### src/hw/rtl/sve_pkg.sv
`timescale 1ns / 1ps
package sve_pkg;
   localparam int FACES_DEF = 1024;
   localparam int COORD_W = 32;
   localparam int OUT_W = 34;
   localparam int FACE_W = 10;

   localparam logic [2:0] MODE_CORNER = 3'd0;
   localparam logic [2:0] MODE_NORMAL = 3'd1;
   localparam logic [2:0] MODE_CENTER = 3'd2;
   localparam logic [2:0] MODE_NEIGHBOR = 3'd3;
   localparam logic [2:0] MODE_CLASSIFY = 3'd4;
   localparam logic [2:0] MODE_EMIT = 3'd5;

   localparam logic [1:0] CSR_LIGHT_X = 2'd0;
   localparam logic [1:0] CSR_LIGHT_Y = 2'd1;
   localparam logic [1:0] CSR_LIGHT_Z = 2'd2;

   // multiply-accumulate step command from the sequencer
   typedef struct packed {
      logic clear;
      logic enable;
      logic signed [31:0] a;
      logic signed [33:0] b;
   } mac_cmd_type;
endpackage

### src/hw/rtl/sve_mac.sv
`timescale 1ns / 1ps
// shared signed multiply-accumulate, one 32x34 product per cycle
module sve_mac (
   input  logic clock,
   input  logic reset,
   input  sve_pkg::mac_cmd_type cmd,
   output logic signed [67:0] acc
);
   logic signed [67:0] acc_ff, acc_in;
   logic signed [65:0] prod;

   assign prod = cmd.a * cmd.b;

   always_comb begin
      acc_in = acc_ff;
      if (cmd.clear) begin
         acc_in = '0;
      end else if (cmd.enable) begin
         acc_in = acc_ff + 68'(prod);
      end
   end

   always_ff @(posedge clock) begin
      if (reset) begin
         acc_ff <= '0;
      end else begin
         acc_ff <= acc_in;
      end
   end

   assign acc = acc_ff;
endmodule

### config.mk
export PLATFORM = sky130hd
export DESIGN_NAME = sve_mac
export DESIGN_NICKNAME = d
export VERILOG_FILES = /design/src/hw/rtl/sve_pkg.sv /design/src/hw/rtl/sve_mac.sv
export SDC_FILE = /design/constraint.sdc
export NUM_CORES = 2
export LEC_CHECK = 0
export BUFFER_PORTS_ARGS = -buffer_cell sky130_fd_sc_hd__buf_2
export CELL_PAD_IN_SITES_DETAIL_PLACEMENT = 1
export CELL_PAD_IN_SITES_GLOBAL_PLACEMENT = 1
export CORE_UTILIZATION = 47
export CTS_BUF_LIST = sky130_fd_sc_hd__clkbuf_16
export DETAILED_ROUTE_END_ITERATION = 12
export GPL_TIMING_DRIVEN = 0
export PLACE_DENSITY_LB_ADDON = 0.1
export SYNTH_ARGS = -nofsm -noshare
export SYNTH_HDL_FRONTEND = slang
export SYNTH_SLANG_ARGS = --single-unit
### constraint.sdc
create_clock -name clock -period 8.75 [get_ports clock]
set_clock_uncertainty 0.1 [all_clocks]
set_input_delay 0 -clock clock [delete_from_list [all_inputs] [get_ports clock]]
set_output_delay 0 -clock clock [all_outputs]
set_load 0.005 [all_outputs]
==> impl_metrics.py <==
metrics = {
    "synth": {
        "synth_top_area_cell": "fa_1",
        "synth_edf_count": 0,
        "synth_cell_type_count": 61,
        "synth.top_cells.by_area": "fa_1 (57%), inv_1 (11%), and2_1 (6.7%), ha_1 (6.3%), nand2_1 (5.3%)",
        "post-synth-top-area-fraction_pct": 57.4,
        "synth_common_cells": "inv_1 (1329), fa_1 (1295), nand2_1 (632), and2_1 (483), clkbuf_1 (239)",
        "synth_most_common_cell": "inv_1",
        "synth-async-reset-ratio_pct": 0,
        "ys_warn_count": 0,
        "synthCells": 4845,
        "ys_ff_latch": 68,
        "ys.flop_type": "dfxtp_1",
        "synth_area_um2": 45200,
        "syn_avg_cell_area_um2": 9.32,
        "syn-num-nets": 6436,
        "synth_seq_area_share_pct": 3.01,
    },
    "clock_tree": {
        "cts_buffers": 9,
        "cts_buffer_depth": 2,
        "post_cts_buffers": 0,
        "path_clk_slew_ns": 0.06,
        "cts.sinks": 68,
        "cts_tree": "built",
        "clk_latency_ns": 0.36,
        "ctsRootBufferMaster": "clkbuf_16",
        "htreeDepth": 3,
    },
    "sta": {
        "slew_headroom_pct": 6.89,
        "hold_violations": 0,
        "fin_crit_sh_pct": 98.2,
        "maxSlewViolCount": 0,
        "setup_ws_ns": 0.155,
        "rsz0062_at_grt": "false",
        "tightest_slew_ns": 1.40,
        "fmax_mhz": 116,
        "min_period_ns": 8.59,
        "setup_viol": 0,
    },
    "routing": {
        "routedWlPerCell_um": 28.4,
        "drt_first_pass_iters": 5,
        "drc": 0,
        "first_iter_violations": 2315,
        "via_per_inst": 5.50,
        "ant_nets": 0,
        "routed_wl_um": 178000,
        "vias": 34500,
    },
    "worst_setup_path": {
        "slowest_delay_ns": 0.69,
        "worstSetupEndpointType": "register",
        "crit_slowest_cell": "clkbuf_1",
        "critPathCapture": "acc[65]",
        "r2r_setup_slack_ns": 0.64,
        "path_common_cell": "fa_1",
        "reg2reg_from": "acc[24]",
        "cp.arrival_ns": 8.75,
        "worstSetupStartpoint": "cmd[42]",
        "critical_path_required_ns": 8.91,
        "crit_type": "input port to register",
        "reg2reg_to": "acc[65]",
        "critPathMaxFanout": 10,
        "startpoint_type": "input port",
        "worst_r2r_path_depth": 27,
    },
    "floorplan": {
        "fp-row-count": 113,
        "initial_core_util_pct": 47.5,
        "ios": 138,
        "core_area_um2": 95200,
        "die-area_um2": 97300,
        "fp.dieH_um": 312,
        "die_width_um": 312,
    },
    "place": {
        "dp_slack_ns": -0.801,
        "gp_congestion": 1.00,
        "numPortBuffers": 127,
        "place_hpwl_um": 155000,
    },
    "final_layout": {
        "drive_gt1_share_pct": 3.93,
        "areaGrowthSynthToFinish_pct": 5.89,
        "largest_reg_flops": 68,
        "fillers": 11200,
        "nets": 6575,
    },
    "global_routing": {
        "grt_overflow": 0,
        "grt_max_degree": 30,
        "first_global_vias": 38800,
        "grt_pass1_wl_um": 259000,
        "antenna_found_initial": 31,
        "grt_usage_pct": 37.6,
    },
    "flow_run": {
        "drv_cap": 0,
    },
    "worst_hold_path": {
        "hold_path_class": "input port to register",
    },
    "outcome": {
        "status": "finished, final reports clean",
    },
}
-- final cells by class --
type / instances / area (um^2) / area share, %
multi-input combinational: 3203 / 37900 / 79.2
inverter: 1329 / 4990 / 10.4
buffer: 241 / 956 / 2.00
tap: 1265 / 1580 / 3.31
clock buffer: 9 / 225 / 0.471
antenna: 7 / 17.5 / 0.0366
timing repair buffer: 132 / 716 / 1.50
sequential: 68 / 1360 / 2.85
clock inverter: 7 / 81.3 / 0.170
-- critical path: cells and delay by family --
family,cells,cell delay [ns]
buffers and inverters,9,1.89
multiplexers,1,0.31
adder cells (fa/ha/maj),9,4.58
AND/OR/NAND/NOR,6,1.17
AO/OA/AOI/OAI,4,0.76
-- worst min-delay path by stage --
stage	startpoint	endpoint	slack, ns	cells past startpoint
finish	cmd[66]	acc[63]	0.03	4
global route	cmd[66]	acc[63]	0.04	4
CTS	cmd[66]	acc[63]	0.009	4
global placement	acc[61]	acc[61]	0.30	1
detailed placement	acc[18]	acc[18]	0.30	1
floorplan	cmd[66]	acc[63]	0.18	3
-- metrics by stage --
stage | TNS (ns) | util (%) | hold slack, ns | area [um^2] | instances
4_1_cts | 0 | 50.2 | 0.00924 | 47800 | 6256
2_1_floorplan | 0 | - | 0.180 | 45200 | 4845
5_1_grt | 0 | 50.2 | 0.0360 | 47800 | 6254
3_5_place_dp | -8.90 | 49.9 | 0.304 | 47400 | 6240
6_report | 0 | 50.3 | 0.0267 | 47800 | 6261
3_3_place_gp | -44.12 | 49.8 | 0.302 | 47400 | 6237
-- logic make-up after synthesis --
family | share of synthesized area, %
compound gates | 3.37
xor+xnor | 1.42
fa+ha+maj | 63.7
buf+inv | 13.1
flops | 3.01
mux | 1.24
simple gates | 14.2
-- placed cells by master (no fill, tap or decap), types with 7 or more instances in the layout --
master / count
o21a_1: 7
diode_2: 7
o21bai_1: 13
and3_1: 10
o21ai_1: 18
nand2_1: 631
dfxtp_1: 68
fa_1: 1292
a21oi_1: 70
nand2b_1: 12
inv_1: 1326
nor2_1: 118
a211oi_1: 9
buf_2: 130
a31oi_1: 7
mux2i_1: 52
clkbuf_16: 9
ha_1: 226
and2_1: 483
a21o_1: 34
nor3_1: 12
clkbuf_1: 217
clkbuf_2: 15
nand3_1: 12
nand4_1: 16
xnor2_1: 52
xor2_1: 21
o21ai_0: 29
-- metal layers --
layer | track usage (%) | part of all wire, %
met1 | 44.4 | 35
met2 | 64.1 | 49
met3 | 5.75 | 7.2
met4 | 24.3 | 8.2
met5 | 0 | 0.024
-- timing repair --
item,in CTS,in global routing
hold endpoints to repair,1,0
gates resized for setup,5,45
hold buffers,2,0
setup endpoints to repair,13,12
cloned,0,0
Power is not shown: default switching activity piles up to over one toggle a cycle in this logic, so the estimate is an artifact.
